===== config.mk =====
export PLATFORM = sky130hd
export DESIGN_NAME = interactive_line_editor
export DESIGN_NICKNAME = d
export VERILOG_FILES = /design/src/hw/rtl/ile_pkg.sv /design/src/hw/rtl/ile_ram.sv /design/src/hw/rtl/ile_ctrl.sv /design/src/hw/rtl/ile_dpath.sv /design/src/hw/rtl/interactive_line_editor.sv
export SDC_FILE = /design/constraint.sdc
export NUM_CORES = 1
export LEC_CHECK = 0
export BUFFER_PORTS_ARGS = -buffer_cell sky130_fd_sc_hd__buf_2
export CAP_MARGIN = 20
export CORE_MARGIN = 2
export CORE_UTILIZATION = 60
export DETAILED_ROUTE_END_ITERATION = 12
export PLACE_DENSITY = 0.77
export SYNTH_ARGS = -nofsm -noshare
export SYNTH_HDL_FRONTEND = slang
export SYNTH_SLANG_ARGS = --single-unit

===== constraint.sdc =====
create_clock -name i_clk -period 5.5 [get_ports i_clk]
set_input_delay 0.275 -clock i_clk [delete_from_list [all_inputs] [get_ports i_clk]]
set_output_delay 0.275 -clock i_clk [all_outputs]
set_load 0.005 [all_outputs]

===== src/hw/rtl/ile_pkg.sv =====
// ============================================================================
// ile_pkg - shared types and constants of the interactive line editor
// Key codes, key classes, result status codes, the command and status
// bundles between controller and datapath, and the key decoder.
// ============================================================================
package ile_pkg;

    // Field types
    typedef logic [8:0] t_key;
    typedef logic [6:0] t_char;
    typedef logic [6:0] t_cap;
    typedef logic [5:0] t_pos;

    // Special key codes
    localparam t_key KC_LEFT        = 9'd256;
    localparam t_key KC_RIGHT       = 9'd257;
    localparam t_key KC_ESCAPE      = 9'd258;
    localparam t_key KC_NONE        = 9'd259;
    localparam t_key KC_DELETE      = 9'd260;
    localparam t_key KC_HOME        = 9'd261;
    localparam t_key KC_END         = 9'd262;
    localparam t_key KC_CTRL_DELETE = 9'd263;

    // ASCII control and printable codes with a role
    localparam t_key KC_CTRL_C      = 9'd3;
    localparam t_key KC_BACKSPACE   = 9'd8;
    localparam t_key KC_TAB         = 9'd9;
    localparam t_key KC_LF          = 9'd10;
    localparam t_key KC_CR          = 9'd13;
    localparam t_key KC_CTRL_W      = 9'd23;
    localparam t_key KC_SPACE       = 9'd32;
    localparam t_key KC_TILDE       = 9'd126;
    localparam t_key KC_DEL_ASCII   = 9'd127;

    // Blank characters for word deletion
    localparam t_char CH_TAB   = 7'd9;
    localparam t_char CH_CR    = 7'd13;
    localparam t_char CH_SPACE = 7'd32;

    // Reset value of the capacity register
    localparam t_cap CAP_RESET = 7'd64;

    typedef enum logic [1:0] {
        ST_CONTINUE  = 2'd0,
        ST_ACCEPTED  = 2'd1,
        ST_CANCELLED = 2'd2,
        ST_NO_INPUT  = 2'd3
    } t_status;

    typedef enum logic [3:0] {
        OP_NONE,
        OP_LEFT,
        OP_RIGHT,
        OP_DELETE,
        OP_HOME,
        OP_END,
        OP_CDEL,
        OP_ENTER,
        OP_CANCEL,
        OP_BKSP,
        OP_CWORD,
        OP_INSERT,
        OP_IGNORE
    } t_key_op;

    typedef enum logic [3:0] {
        CMD_NOP,
        CMD_LOAD,
        CMD_SCAN_F,
        CMD_SCAN_B,
        CMD_CUT,
        CMD_CUT_END,
        CMD_INS,
        CMD_INS_END,
        CMD_PUT,
        CMD_EMIT
    } t_dp_cmd;

    // Controller to datapath
    typedef struct packed {
        t_dp_cmd cmd;
        t_key_op op;
        logic    res;
        t_status res_status;
    } t_ctl;

    // Datapath to controller
    typedef struct packed {
        logic len_zero;
        logic cur_zero;
        logic cur_lt_len;
        logic ins_ok;
        logic stop_f;
        logic stop_b;
        logic cut_more;
        logic ins_more;
        logic emit_last;
    } t_sts;

    // Sort a key code into its editing class
    function automatic t_key_op decode_key(input t_key k);
        t_key_op op;
        priority if (k == KC_NONE)                           op = OP_NONE;
        else if (k == KC_LEFT)                               op = OP_LEFT;
        else if (k == KC_RIGHT)                              op = OP_RIGHT;
        else if (k == KC_DELETE)                             op = OP_DELETE;
        else if (k == KC_HOME)                               op = OP_HOME;
        else if (k == KC_END)                                op = OP_END;
        else if (k == KC_CTRL_DELETE)                        op = OP_CDEL;
        else if (k == KC_LF || k == KC_CR)                   op = OP_ENTER;
        else if (k == KC_CTRL_C || k == KC_ESCAPE)           op = OP_CANCEL;
        else if (k == KC_BACKSPACE || k == KC_DEL_ASCII)     op = OP_BKSP;
        else if (k == KC_CTRL_W)                             op = OP_CWORD;
        else if ((k >= KC_SPACE && k <= KC_TILDE) || k == KC_TAB) op = OP_INSERT;
        else                                                 op = OP_IGNORE;
        return op;
    endfunction

    // Space and the codes from tab to carriage return count as blank
    function automatic logic is_blank(input t_char ch);
        return (ch == CH_SPACE) || (ch >= CH_TAB && ch <= CH_CR);
    endfunction

endpackage


===== src/hw/rtl/ile_ram.sv =====
// ============================================================================
// ile_ram - generic single-port-write, single-port-read RAM
// One write and one read per cycle; read data is registered.
// ============================================================================
module ile_ram #(
    parameter int WIDTH = 7,
    parameter int DEPTH = 64
) (
    input  logic                     i_clk,
    input  logic                     i_we,
    input  logic [$clog2(DEPTH)-1:0] i_waddr,
    input  logic [WIDTH-1:0]         i_wdata,
    input  logic [$clog2(DEPTH)-1:0] i_raddr,
    output logic [WIDTH-1:0]         o_rdata
);

    logic [WIDTH-1:0] r_mem [DEPTH];
    logic [WIDTH-1:0] r_rdata;

    // Write, then register the read word
    always_ff @(posedge i_clk) begin
        if (i_we) begin
            r_mem[i_waddr] <= i_wdata;
        end
        r_rdata <= r_mem[i_raddr];
    end

    assign o_rdata = r_rdata;

endmodule


===== src/hw/rtl/ile_ctrl.sv =====
// ============================================================================
// ile_ctrl - sequencer of the line editor
// Decodes the key, picks the edit sequence, steps through scan, move, insert
// and emission phases, requesting a result strobe at the end or per character.
// ============================================================================
module ile_ctrl (
    input  logic          i_clk,
    input  logic          i_rst_n,
    input  logic          i_start,
    input  ile_pkg::t_key i_key_code,
    input  ile_pkg::t_sts i_sts,
    output ile_pkg::t_ctl o_ctl,
    output logic          o_busy
);

    typedef enum logic [8:0] {
        S_IDLE    = 9'b000000001,
        S_SCAN_F  = 9'b000000010,
        S_SCAN_B  = 9'b000000100,
        S_CUT     = 9'b000001000,
        S_CUT_END = 9'b000010000,
        S_INS     = 9'b000100000,
        S_INS_END = 9'b001000000,
        S_PUT     = 9'b010000000,
        S_EMIT    = 9'b100000000
    } t_state;

    t_state           r_state;
    t_state           n_state;
    ile_pkg::t_key_op op;

    assign op = ile_pkg::decode_key(i_key_code);

    // Next state and datapath command
    always_comb begin
        n_state          = r_state;
        o_ctl.cmd        = ile_pkg::CMD_NOP;
        o_ctl.op         = op;
        o_ctl.res        = 1'b0;
        o_ctl.res_status = ile_pkg::ST_CONTINUE;
        unique case (r_state)
            S_IDLE: begin
                if (i_start) begin
                    o_ctl.cmd = ile_pkg::CMD_LOAD;
                    o_ctl.res = 1'b1;
                    unique case (op)
                        ile_pkg::OP_NONE: begin
                            o_ctl.res_status = ile_pkg::ST_NO_INPUT;
                        end
                        ile_pkg::OP_CANCEL: begin
                            o_ctl.res_status = ile_pkg::ST_CANCELLED;
                        end
                        ile_pkg::OP_DELETE: begin
                            if (i_sts.cur_lt_len) begin
                                o_ctl.res = 1'b0;
                                n_state   = S_CUT;
                            end
                        end
                        ile_pkg::OP_CDEL: begin
                            if (i_sts.cur_lt_len) begin
                                o_ctl.res = 1'b0;
                                n_state   = S_SCAN_F;
                            end
                        end
                        ile_pkg::OP_BKSP: begin
                            if (!i_sts.cur_zero) begin
                                o_ctl.res = 1'b0;
                                n_state   = S_CUT;
                            end else if (i_sts.len_zero) begin
                                o_ctl.res_status = ile_pkg::ST_CANCELLED;
                            end
                        end
                        ile_pkg::OP_CWORD: begin
                            if (!i_sts.cur_zero) begin
                                o_ctl.res = 1'b0;
                                n_state   = S_SCAN_B;
                            end else if (i_sts.len_zero) begin
                                o_ctl.res_status = ile_pkg::ST_CANCELLED;
                            end
                        end
                        ile_pkg::OP_ENTER: begin
                            o_ctl.res_status = ile_pkg::ST_ACCEPTED;
                            if (!i_sts.len_zero) begin
                                o_ctl.res = 1'b0;
                                n_state   = S_EMIT;
                            end
                        end
                        ile_pkg::OP_INSERT: begin
                            if (i_sts.ins_ok) begin
                                o_ctl.res = 1'b0;
                                n_state   = S_INS;
                            end
                        end
                        default: begin
                        end
                    endcase
                end
            end
            S_SCAN_F: begin
                o_ctl.cmd = ile_pkg::CMD_SCAN_F;
                if (i_sts.stop_f) begin
                    n_state = S_CUT;
                end
            end
            S_SCAN_B: begin
                o_ctl.cmd = ile_pkg::CMD_SCAN_B;
                if (i_sts.stop_b) begin
                    n_state = S_CUT;
                end
            end
            S_CUT: begin
                o_ctl.cmd = ile_pkg::CMD_CUT;
                if (!i_sts.cut_more) begin
                    n_state = S_CUT_END;
                end
            end
            S_CUT_END: begin
                o_ctl.cmd = ile_pkg::CMD_CUT_END;
                o_ctl.res = 1'b1;
                n_state   = S_IDLE;
            end
            S_INS: begin
                o_ctl.cmd = ile_pkg::CMD_INS;
                if (!i_sts.ins_more) begin
                    n_state = S_INS_END;
                end
            end
            S_INS_END: begin
                o_ctl.cmd = ile_pkg::CMD_INS_END;
                n_state   = S_PUT;
            end
            S_PUT: begin
                o_ctl.cmd = ile_pkg::CMD_PUT;
                o_ctl.res = 1'b1;
                n_state   = S_IDLE;
            end
            S_EMIT: begin
                o_ctl.cmd        = ile_pkg::CMD_EMIT;
                o_ctl.res        = 1'b1;
                o_ctl.res_status = ile_pkg::ST_ACCEPTED;
                if (i_sts.emit_last) begin
                    n_state = S_IDLE;
                end
            end
            default: begin
                n_state = S_IDLE;
            end
        endcase
    end

    // State register
    always_ff @(posedge i_clk) begin
        if (!i_rst_n) begin
            r_state <= S_IDLE;
        end else begin
            r_state <= n_state;
        end
    end

    assign o_busy = (r_state != S_IDLE);

endmodule


===== src/hw/rtl/ile_dpath.sv =====
// ============================================================================
// ile_dpath - line store, pointers and result register of the line editor
// Holds length, cursor, scan and move pointers and the capacity register;
// moves store entries one per cycle through a pipelined read/write pair.
// ============================================================================
module ile_dpath #(
    parameter int LINE_DEPTH = 64
) (
    input  logic             i_clk,
    input  logic             i_rst_n,
    input  ile_pkg::t_ctl    i_ctl,
    input  ile_pkg::t_key    i_key_code,
    input  logic             i_cfg_we,
    input  ile_pkg::t_cap    i_cfg_wdata,
    output ile_pkg::t_sts    o_sts,
    output logic             o_strobe,
    output ile_pkg::t_status o_status,
    output ile_pkg::t_pos    o_line_length,
    output ile_pkg::t_pos    o_cursor_position,
    output ile_pkg::t_char   o_out_char,
    output logic             o_char_valid,
    output logic             o_last
);

    localparam int AW = $clog2(LINE_DEPTH);
    localparam logic [AW-1:0] ONE = AW'(1);

    // Architectural and sequencing registers
    logic [AW-1:0]  r_len, n_len;
    logic [AW-1:0]  r_cur, n_cur;
    logic [AW-1:0]  r_ptr, n_ptr;
    logic [AW-1:0]  r_dst, n_dst;
    logic [AW-1:0]  r_waddr, n_waddr;
    logic           r_wpend, n_wpend;
    logic           r_phase, n_phase;
    ile_pkg::t_char r_char, n_char;
    ile_pkg::t_cap  r_cap;

    // Result register
    logic             r_strobe;
    ile_pkg::t_status r_o_status;
    ile_pkg::t_pos    r_o_len;
    ile_pkg::t_pos    r_o_cur;
    ile_pkg::t_char   r_o_char;
    logic             r_o_cv;
    logic             r_o_last;

    // Store port signals
    logic           we;
    logic [AW-1:0]  waddr;
    ile_pkg::t_char wdata;
    logic [AW-1:0]  rd_addr;
    ile_pkg::t_char q;
    logic           blank_q;
    logic [8:0]     cap_eff;
    logic           emit;

    ile_ram #(
        .WIDTH ($bits(ile_pkg::t_char)),
        .DEPTH (LINE_DEPTH)
    ) u_store (
        .i_clk   (i_clk),
        .i_we    (we),
        .i_waddr (waddr),
        .i_wdata (wdata),
        .i_raddr (rd_addr),
        .o_rdata (q)
    );

    assign blank_q = ile_pkg::is_blank(q);
    assign emit    = (i_ctl.cmd == ile_pkg::CMD_EMIT);

    // Clamp the capacity to the store depth
    assign cap_eff = (9'(r_cap) > 9'(LINE_DEPTH)) ? 9'(LINE_DEPTH) : 9'(r_cap);

    // Status towards the controller
    assign o_sts.len_zero   = (r_len == '0);
    assign o_sts.cur_zero   = (r_cur == '0);
    assign o_sts.cur_lt_len = (r_cur < r_len);
    assign o_sts.ins_ok     = ((9'(r_len) + 9'd1) < cap_eff);
    assign o_sts.stop_f     = (r_ptr >= r_len) || (r_phase && !blank_q);
    assign o_sts.stop_b     = (r_ptr == '0) || (r_phase && blank_q);
    assign o_sts.cut_more   = (r_ptr < r_len);
    assign o_sts.ins_more   = (r_dst > r_cur);
    assign o_sts.emit_last  = ((r_ptr + ONE) == r_dst);

    // Next-state logic for each command
    always_comb begin
        n_len   = r_len;
        n_cur   = r_cur;
        n_ptr   = r_ptr;
        n_dst   = r_dst;
        n_phase = r_phase;
        n_char  = r_char;
        n_wpend = 1'b0;
        n_waddr = r_waddr;
        rd_addr = r_ptr;
        we      = r_wpend;
        waddr   = r_waddr;
        wdata   = q;
        unique case (i_ctl.cmd)
            ile_pkg::CMD_LOAD: begin
                n_phase = 1'b0;
                n_char  = i_key_code[6:0];
                rd_addr = r_cur;
                unique case (i_ctl.op)
                    ile_pkg::OP_LEFT: begin
                        if (r_cur != '0) begin
                            n_cur = r_cur - ONE;
                        end
                    end
                    ile_pkg::OP_RIGHT: begin
                        if (r_cur < r_len) begin
                            n_cur = r_cur + ONE;
                        end
                    end
                    ile_pkg::OP_HOME: begin
                        n_cur = '0;
                    end
                    ile_pkg::OP_END: begin
                        n_cur = r_len;
                    end
                    ile_pkg::OP_CANCEL: begin
                        n_len = '0;
                        n_cur = '0;
                    end
                    ile_pkg::OP_ENTER: begin
                        n_len   = '0;
                        n_cur   = '0;
                        n_ptr   = '0;
                        n_dst   = r_len;
                        rd_addr = '0;
                    end
                    ile_pkg::OP_DELETE: begin
                        n_dst = r_cur;
                        n_ptr = r_cur + ONE;
                    end
                    ile_pkg::OP_BKSP: begin
                        if (r_cur != '0) begin
                            n_cur = r_cur - ONE;
                            n_dst = r_cur - ONE;
                            n_ptr = r_cur;
                        end
                    end
                    ile_pkg::OP_CWORD: begin
                        n_ptr   = r_cur;
                        rd_addr = r_cur - ONE;
                    end
                    ile_pkg::OP_CDEL: begin
                        n_ptr = r_cur;
                    end
                    ile_pkg::OP_INSERT: begin
                        n_dst = r_len;
                    end
                    default: begin
                    end
                endcase
            end
            // Walk forward over a word, then over its trailing blanks
            ile_pkg::CMD_SCAN_F: begin
                if (o_sts.stop_f) begin
                    n_dst = r_cur;
                end else if (!r_phase && blank_q) begin
                    n_phase = 1'b1;
                end else begin
                    n_ptr = r_ptr + ONE;
                end
                rd_addr = n_ptr;
            end
            // Walk back over blanks, then over the word before them
            ile_pkg::CMD_SCAN_B: begin
                if (o_sts.stop_b) begin
                    n_dst = r_ptr;
                    n_cur = r_ptr;
                    n_ptr = r_cur;
                end else if (!r_phase && !blank_q) begin
                    n_phase = 1'b1;
                end else begin
                    n_ptr = r_ptr - ONE;
                end
                rd_addr = n_ptr - ONE;
            end
            // Close the gap: read the source, write it in the next cycle
            ile_pkg::CMD_CUT: begin
                rd_addr = r_ptr;
                n_wpend = o_sts.cut_more;
                n_waddr = r_dst;
                if (o_sts.cut_more) begin
                    n_ptr = r_ptr + ONE;
                    n_dst = r_dst + ONE;
                end
            end
            ile_pkg::CMD_CUT_END: begin
                n_len = r_dst;
            end
            // Open a gap at the cursor, walking down from the end
            ile_pkg::CMD_INS: begin
                rd_addr = r_dst - ONE;
                n_wpend = o_sts.ins_more;
                n_waddr = r_dst;
                if (o_sts.ins_more) begin
                    n_dst = r_dst - ONE;
                end
            end
            ile_pkg::CMD_PUT: begin
                we    = 1'b1;
                waddr = r_cur;
                wdata = r_char;
                n_len = r_len + ONE;
                n_cur = r_cur + ONE;
            end
            ile_pkg::CMD_EMIT: begin
                n_ptr   = r_ptr + ONE;
                rd_addr = r_ptr + ONE;
            end
            default: begin
            end
        endcase
    end

    // Control registers
    always_ff @(posedge i_clk) begin
        if (!i_rst_n) begin
            r_len    <= '0;
            r_cur    <= '0;
            r_wpend  <= 1'b0;
            r_phase  <= 1'b0;
            r_cap    <= ile_pkg::CAP_RESET;
            r_strobe <= 1'b0;
        end else begin
            r_len    <= n_len;
            r_cur    <= n_cur;
            r_wpend  <= n_wpend;
            r_phase  <= n_phase;
            r_strobe <= i_ctl.res;
            if (i_cfg_we) begin
                r_cap <= i_cfg_wdata;
            end
        end
    end

    // Payload registers
    always_ff @(posedge i_clk) begin
        r_ptr      <= n_ptr;
        r_dst      <= n_dst;
        r_waddr    <= n_waddr;
        r_char     <= n_char;
        r_o_status <= i_ctl.res_status;
        r_o_len    <= ile_pkg::t_pos'(n_len);
        r_o_cur    <= ile_pkg::t_pos'(n_cur);
        r_o_char   <= emit ? q : '0;
        r_o_cv     <= emit;
        r_o_last   <= emit ? o_sts.emit_last : 1'b1;
    end

    assign o_strobe          = r_strobe;
    assign o_status          = r_o_status;
    assign o_line_length     = r_o_len;
    assign o_cursor_position = r_o_cur;
    assign o_out_char        = r_o_char;
    assign o_char_valid      = r_o_cv;
    assign o_last            = r_o_last;

endmodule


===== src/hw/rtl/interactive_line_editor.sv =====
// ============================================================================
// interactive_line_editor - key-driven line editor with cursor
// Top level: joins the sequencer and the datapath and carries the checks.
// ============================================================================
// A key is taken when start is high and busy is low; every key gives one
// status beat on o_strobe in the cycle after it completes, and an accepted
// line gives one beat per character on consecutive cycles, the last one
// flagged. Beats cannot be held off. Cursor moves, ignored codes, cancel and
// refused edits complete in the accepting cycle (busy stays low). Edits that
// change the line walk the single-port-write line store one entry per cycle,
// with busy high throughout; a word delete first scans over the characters
// it passes, then closes the gap. Accepting a non-empty line keeps busy high
// while its characters are sent.
module interactive_line_editor #(
    parameter int LINE_DEPTH = 64
) (
    input  logic       i_clk,
    input  logic       i_rst_n,
    input  logic       start,
    output logic       busy,
    input  logic [8:0] i_key_code,
    input  logic       i_cfg_we,
    input  logic [6:0] i_cfg_wdata,
    output logic       o_strobe,
    output logic [1:0] o_status,
    output logic [5:0] o_line_length,
    output logic [5:0] o_cursor_position,
    output logic [6:0] o_out_char,
    output logic       o_char_valid,
    output logic       o_last
);

    ile_pkg::t_ctl    ctl;
    ile_pkg::t_sts    sts;
    ile_pkg::t_status status;

    ile_ctrl u_ctrl (
        .i_clk      (i_clk),
        .i_rst_n    (i_rst_n),
        .i_start    (start),
        .i_key_code (i_key_code),
        .i_sts      (sts),
        .o_ctl      (ctl),
        .o_busy     (busy)
    );

    ile_dpath #(
        .LINE_DEPTH (LINE_DEPTH)
    ) u_dpath (
        .i_clk             (i_clk),
        .i_rst_n           (i_rst_n),
        .i_ctl             (ctl),
        .i_key_code        (i_key_code),
        .i_cfg_we          (i_cfg_we),
        .i_cfg_wdata       (i_cfg_wdata),
        .o_sts             (sts),
        .o_strobe          (o_strobe),
        .o_status          (status),
        .o_line_length     (o_line_length),
        .o_cursor_position (o_cursor_position),
        .o_out_char        (o_out_char),
        .o_char_valid      (o_char_valid),
        .o_last            (o_last)
    );

    assign o_status = status;

    // An empty key answers on the next beat, alone and final
    a_none_answers: assert property (@(posedge i_clk) disable iff (!i_rst_n)
        (start && !busy && i_key_code == ile_pkg::KC_NONE)
            |=> (o_strobe && o_last && status == ile_pkg::ST_NO_INPUT))
        else $error("no-key item did not give a final no-input beat");

    // Line emission runs on consecutive cycles until the last character
    a_emit_gapless: assert property (@(posedge i_clk) disable iff (!i_rst_n)
        (o_strobe && !o_last) |=> o_strobe)
        else $error("gap inside accepted line emission");

    // Emitted characters report the cleared line
    a_emit_cleared: assert property (@(posedge i_clk) disable iff (!i_rst_n)
        (o_strobe && o_char_valid)
            |-> (status == ile_pkg::ST_ACCEPTED && o_line_length == '0
                 && o_cursor_position == '0))
        else $error("emitted character with uncleared length or cursor");

    // A long edit starts without a beat of its own
    a_busy_quiet: assert property (@(posedge i_clk) disable iff (!i_rst_n)
        $rose(busy) |-> !o_strobe)
        else $error("beat issued as a multi-cycle edit began");

endmodule


# [Yosys cells after proc, flatten, opt, wreduce, memory -nomap -nowiden]
# Memories as Yosys holds them, arrays and structs flattened. A register that Yosys moved wholly into a read port is not among the register bits.
# Cells that the tools add are included.
[word_totals] regBits=79 latchBits=0 mem_bits_rw=448 romBits=0 out_inout_bits=25 elab_cells=219 n_memories=1
[memory_table] name="u_dpath.u_store.r_mem" depth=64 word_bits=7 read_ports=1 rd_clocked_by_memory_dff=1 write_ports=1 line="ile_ram.sv:17" rtl="logic [WIDTH-1:0] r_mem [DEPTH];"
[classes] addsub=9 n_mul=0 div=0 magnitude_cmp=10 eq_ne=70 n_shift=0 n_mux=76 n_bitwise=0 reduce_logical=36
[op_table] cell="9-bit 2-to-1 mux" n=12
[op_table] cell="6-bit 2-to-1 mux" n=17
[op_table] cell="6-bit case mux with 5 select lines" n=3
[op_table] cell="9-bit equality test (second input constant)" n=9
[op_table] cell="9-bit case mux with 7 select lines" n=1
[op_table] cell="6-bit case mux with 3 select lines" n=3
[op_table] cell="9-bit case mux with 6 select lines" n=1
[op_table] cell="6-bit case mux with 4 select lines" n=2
[op_table] cell="9-bit by 4-bit equality test with 1-bit output (second input constant)" n=5
[op_table] cell="4-bit 2-to-1 mux" n=11
[op_table] cell="4-bit case mux with 9 select lines" n=1
[op_table] cell="4-bit by 3-bit equality test with 1-bit output (second input constant)" n=7
[op_table] cell="6-bit by 1-bit adder with 6-bit output (second input constant)" n=4
[op_table] cell="4-bit equality test (second input constant)" n=6
[op_table] cell="6-bit by 1-bit subtractor with 6-bit output (second input constant)" n=4
[op_table] cell="2-bit inequality test (second input constant)" n=11
[op_table] cell="9-bit by 2-bit equality test with 1-bit output (second input constant)" n=2
[op_table] cell="9-bit by 5-bit equality test with 1-bit output (second input constant)" n=2
[op_table] cell="9-bit by 7-bit equality test with 1-bit output (second input constant)" n=2
[op_table] cell="6-bit logical NOT" n=3
[op_table] cell="3-bit inequality test (second input constant)" n=6
[op_table] cell="4-bit by 2-bit equality test with 1-bit output (second input constant)" n=4
[op_table] cell="7-bit 2-to-1 mux" n=2
[op_table] cell="2-bit OR reduction" n=7
[op_table] cell="44 further kinds" n=76

# [Depth between registers and ports, before layout]
[depth] word_depth=20 ltp_mapped=19 mapped_depth_nobuf=16

# [By module]
# Synthesis repeated with hierarchy kept, for this count alone.
[unflattened] hier_cells=1747 area_unflattened_um2=24756.2
[modules_own_cells] module="ile_ram" instances=1 cells_per_inst=837 area_each_um2=17673.2
[modules_own_cells] module="ile_dpath" instances=1 cells_per_inst=749 area_each_um2=5894.4
[modules_own_cells] module="ile_ctrl" instances=1 cells_per_inst=161 area_each_um2=1188.6

# [Least setup slack after synthesis]
# OpenSTA, ideal clock, no wires.
[synth_timing] path_type="reg-to-reg" start="register u_dpath.r_ptr[0]" end="register u_dpath.u_store.r_rdata[1], in the netlist u_dpath.u_store.o_rdata[1] (read register of u_dpath.u_store.r_mem)" arrival_time_ps=4106 t_required_ps=5370 path_slack_ps=1264 path_stages_with_launch=19 path_buffers=4 synth_period_minus_slack_ps=4236 path_cell_list="edfxtp_1 -> clkbuf_1 -> inv_1 -> ha_1 -> or4b_1 -> nor2_2 -> buf_4 -> nor2_1 -> a222oi_1 -> ha_1 -> o21ai_0 -> a21oi_1 -> nand3_1 -> clkbuf_1 -> buf_2 -> mux2i_1 -> mux2_2 -> a221oi_1 -> a22oi_1"
[synth_between] elab_chain_len=6 elab_cells_between_ends=13
[synth_rtl] item="start, declared" line="ile_dpath.sv:31" rtl="logic [AW-1:0] r_ptr, n_ptr;"
[synth_rtl] item="start signal, assigned" line="ile_dpath.sv:244" rtl="r_ptr <= n_ptr;"
[synth_rtl] item="6-bit by 1-bit subtractor with 6-bit output or 6-bit logical NOT (tied branches)" line="ile_dpath.sv:179, ile_dpath.sv:82"
[synth_rtl] item="6-bit 2-to-1 mux or 1-bit logical OR (tied branches)" line="ile_dpath.sv:176, ile_dpath.sv:82"
[synth_rtl] item="6-bit 2-to-1 mux" line="ile_dpath.sv:172" rtl="if (o_sts.stop_b) begin"
[synth_rtl] item="6-bit 2-to-1 mux" line="ile_dpath.sv:101" rtl="unique case (i_ctl.cmd)"
[synth_rtl] item="6-bit by 1-bit subtractor with 6-bit output" line="ile_dpath.sv:181" rtl="rd_addr = n_ptr - ONE;"
[synth_rtl] item="6-bit case mux with 5 select lines (*)" line="ile_dpath.sv:101"
[synth_rtl] item="end, declared" line="ile_ram.sv:18" rtl="logic [WIDTH-1:0] r_rdata;"
# Mark *: on every way between the ends. The rest lies on a longest branch, timed or not. The select of a mux whose other input is x is not followed.
# A chain may end at the register's enable or synchronous reset.

# [Final worst setup path]
[layout_timing] start="register u_dpath.r_ptr[0]" end="register u_dpath.u_store.r_rdata[0], in the netlist u_dpath.u_store.o_rdata[0] (read register of u_dpath.u_store.r_mem)"
# Same word-level chain as after synthesis.

==> impl_results.md <==
* Outcome: finished, final reports clean
* Iteration-0 DRC Markers at 2662
* Avg Cell Area, Syn at 12.5 sq um
* Syn Std Cell Area at 0.0254 sq mm
* Final nets at 2132
* I/O pin count at 45
* Relative slew slack at 25.6%
* Worst setup SP type: register
* Area of the multi-input gates at 0.00930 sq mm
* LEAKAGE at 0.0106 uW
* GRT overflow at 0
* Library cells used by synthesis at 85
* Post-synthesis sequential area ratio at 60.7%
* Final hold slack at 0.0380 ns
* Initial core utilization at 60.7%
* Pwr Total at 12700 uW
* Syn nets at 2080
* Die ar. at 0.0440 sq mm
* Routed WL at 74400 um
* Worst slew pin tran at 1.11 ns
* Setup Viol. Count Final at 0
* Initial antenna violation count at 3
* Period Utilization, post-route at 92.0%
* Max Freq at 0.198 GHz
* Routed len/inst at 27.9 um
* VDD IR-drop max at 0.000343 V
* Layout Utilization at 67.8%
* Root buffer cell: clkbuf_16
* Leading cell types in the layout, fill and taps excluded: 473 x edfxtp_1, 222 x mux2i_1, 182 x nand2_1
* Worst reg2reg setup slack at 0.44 ns
* Final slew viol count at 0
* H-tree depth at 2
* Critical path endpoint: u_dpath.u_store.o_rdata[0]
* WS Path Type: register to register
* Count of state elements after synthesis at 534
* Routed Antenna Nets at 0
* Setup crit end kind: register
* TritonCTS Buffers at 52
* Area Growth Syn to Fin at 11.7%
* Largest net degree at the start of global routing at 65
* RSZ-0062 raised after global routing: false
* Routability Congestion at 1.01
* Detailed Routing Iterations Pass 1 at 6
* Post_cts resized at 0
* Final hold vios at 0
* Clock transition at path regs at 0.06 ns
* Global-route wire length before repair at 110000 um
* Fillers at 3037
* Maximum fanout along the worst path at 30
* Overall Global Routing Usage at 33.7%
* Min cycle time layout at 5.06 ns
* Max-Cap Viols at 0
* Main flop type after synthesis: edfxtp_1
* Layout cells sized above 1 at 13.0%
* Core Area at 0.0419 sq mm
* Die height at 210 um
* Setup TNS Final at 0 ns
* Post-synth EDFFs at 473
* Reg2reg end: u_dpath.u_store.o_rdata[0]
* Yosys warning total at 0
* Vias at 18100
* Num rows at 75
* CP Data Required Time at 5.97 ns
* R2R cell count at 17
* Clock Latency Late Sink at 0.62 ns
* Layout Skew at 0.0223 ns
* Hpwl dp at 50000 um
* DRC violation count after routing at 0
* Synthesized instance count at 2027
* Asr flop ratio synth at 0%
* Reg2reg start: u_dpath.r_ptr[0]
* Bufs on Longest Clock Path at 3
* Crit path arrival time at 5.53 ns
* Port bufs at 44
* CP Launch Point: u_dpath.r_ptr[0]
* P per Cell Area at 447 mW/mm^2
* Class of the worst hold path: primary input to register
* Vias in the first global route at 17100
* Die Wd at 210 um
* Num Clock Sinks at 534
* Reg area at 0.0154 sq mm
* Vias per inst at 6.82
* CTS tree: done
* Commonest non-fill, non-tap cell in the layout: edfxtp_1
[cell families (layout without fill, tap and decap cells)]
group	count (synthesis)	count (layout)	share of synthesized area, %
muxes	266	266	10.7
adders and majority gates	36	36	1.74
and+or+nand+nor	611	611	11.8
buffers and inverters	157	251	2.82
other	0	2	0
xor gates and xnor gates	34	34	1.17
AOI/OAI and AO/OA	389	389	11.1
DFF	534	534	60.7
[worst max-delay path, stage by stage, from the launching register on]
cell and delay (ns):
edfxtp_1 0.38, inv_1 0.21, ha_1 0.21, or4b_1 0.52
nor2_2 0.16, buf_4 0.20, a2111oi_0 0.07, a221oi_1 0.38
and2_1 0.27, ha_1 0.16, o21ai_0 0.08, a21oi_1 0.24
and3_4 0.56, buf_12 0.29, mux2i_1 0.10, mux2_2 0.28
a221oi_1 0.61, a22oi_1 0.13
[what timing repair did]
action / CTS / global route
setup buffers: 0 / 0
hold buffers: 10 / 0
endpoints found under the setup margin: 0 / 0
endpoints found under the hold margin: 10 / 0
[per-stage QoR]
step                      setup slack [ns]  instance area [sq um]  std cells
after floorplan                       1.26                  25400       2027
after global placement               0.743                  26400       2554
after detailed placement             0.568                  26400       2554
after CTS                            0.559                  28400       2660
after global routing                 0.214                  28400       2660
final                                0.442                  28400       2662
[per-layer routing]
layer  share of wire, %  global-route usage (%)  up-vias
met5                  0                       0        -
li1                   -                       -     7908
met1                 40                    47.2     8894
met2                 45                    52.1     1168
met3                 11                    7.24      179
met4                3.7                    12.5        0
[worst min-delay path by stage]
stage	startpoint	to	slack, ns	cells after the start
finish	i_cfg_we	u_dpath.r_cap[6]	0.04	2
global route	i_cfg_we	u_dpath.r_cap[6]	0.04	2
CTS	i_cfg_we	u_dpath.r_cap[6]	0.02	2
detailed placement	i_cfg_wdata[6]	u_dpath.r_cap[6]	0.50	3
global placement	i_cfg_wdata[6]	u_dpath.r_cap[6]	0.49	3
floorplan	i_key_code[0]	u_dpath.r_char[0]	0.37	0
[power by group]
group          internal, uW  switching (uW)  total [uW]
combinational          1190            2400        3600
clock                  2330            1570        3900
sequential             5040             153        5190
total                  8560            4130       12700
[Yosys cell counts, types with 12 or more instances]
| library cell | instances | area (sq um) |
|---|---|---|
| nand3_1 | 38 | 190 |
| o22ai_1 | 14 | 87.6 |
| ha_1 | 33 | 413 |
| nand2b_1 | 21 | 131 |
| xnor2_1 | 20 | 175 |
| a211oi_1 | 31 | 233 |
| mux2_2 | 43 | 484 |
| nor4_1 | 12 | 75.1 |
| and3_1 | 31 | 194 |
| nor2b_1 | 18 | 113 |
| edfxtp_1 | 473 | 14200 |
| nand2_1 | 189 | 709 |
| a311o_1 | 15 | 150 |
| mux2i_1 | 222 | 2220 |
| inv_1 | 29 | 109 |
| buf_2 | 24 | 120 |
| nor3_1 | 42 | 210 |
| and2_1 | 22 | 138 |
| a22oi_1 | 17 | 128 |
| buf_4 | 16 | 120 |
| clkbuf_1 | 77 | 289 |
| a221oi_1 | 21 | 184 |
| nor2_1 | 152 | 571 |
| a21oi_1 | 59 | 295 |
| a32oi_1 | 26 | 228 |
| a21o_1 | 20 | 150 |
| dfxtp_1 | 61 | 1220 |
| xor2_1 | 14 | 123 |
| o21ai_0 | 51 | 255 |
| nand4_1 | 15 | 93.8 |
| a31oi_1 | 29 | 181 |
| o31a_1 | 15 | 131 |
[sequential cells by signal, indices dropped and copies added (netlist names), 2 cells and up]
register,cells
u_dpath.o_out_char,7
u_dpath.r_dst,6
u_ctrl.r_state,9
u_dpath.r_waddr,6
u_dpath.u_store.r_mem,448
u_dpath.r_cur,6
u_dpath.u_store.o_rdata,7
u_dpath.r_ptr,6
u_dpath.r_cap,7
u_dpath.o_cursor_position,6
u_dpath.o_status,2
u_dpath.r_char,7
u_dpath.r_len,6
u_dpath.o_line_length,6
[final cells by class]
type	instances	area share (%)
Clock inverter	25	1.18
Multi-Input combinational cell	1336	32.8
Sequential cell	534	54.4
Timing Repair Buffer	123	3.35
Clock buffer	71	5.51
Tap cell	539	2.38
Inverter	32	0.423
Antenna cell	2	0.0176
No activity file was read; power rests on OpenSTA's default activity.
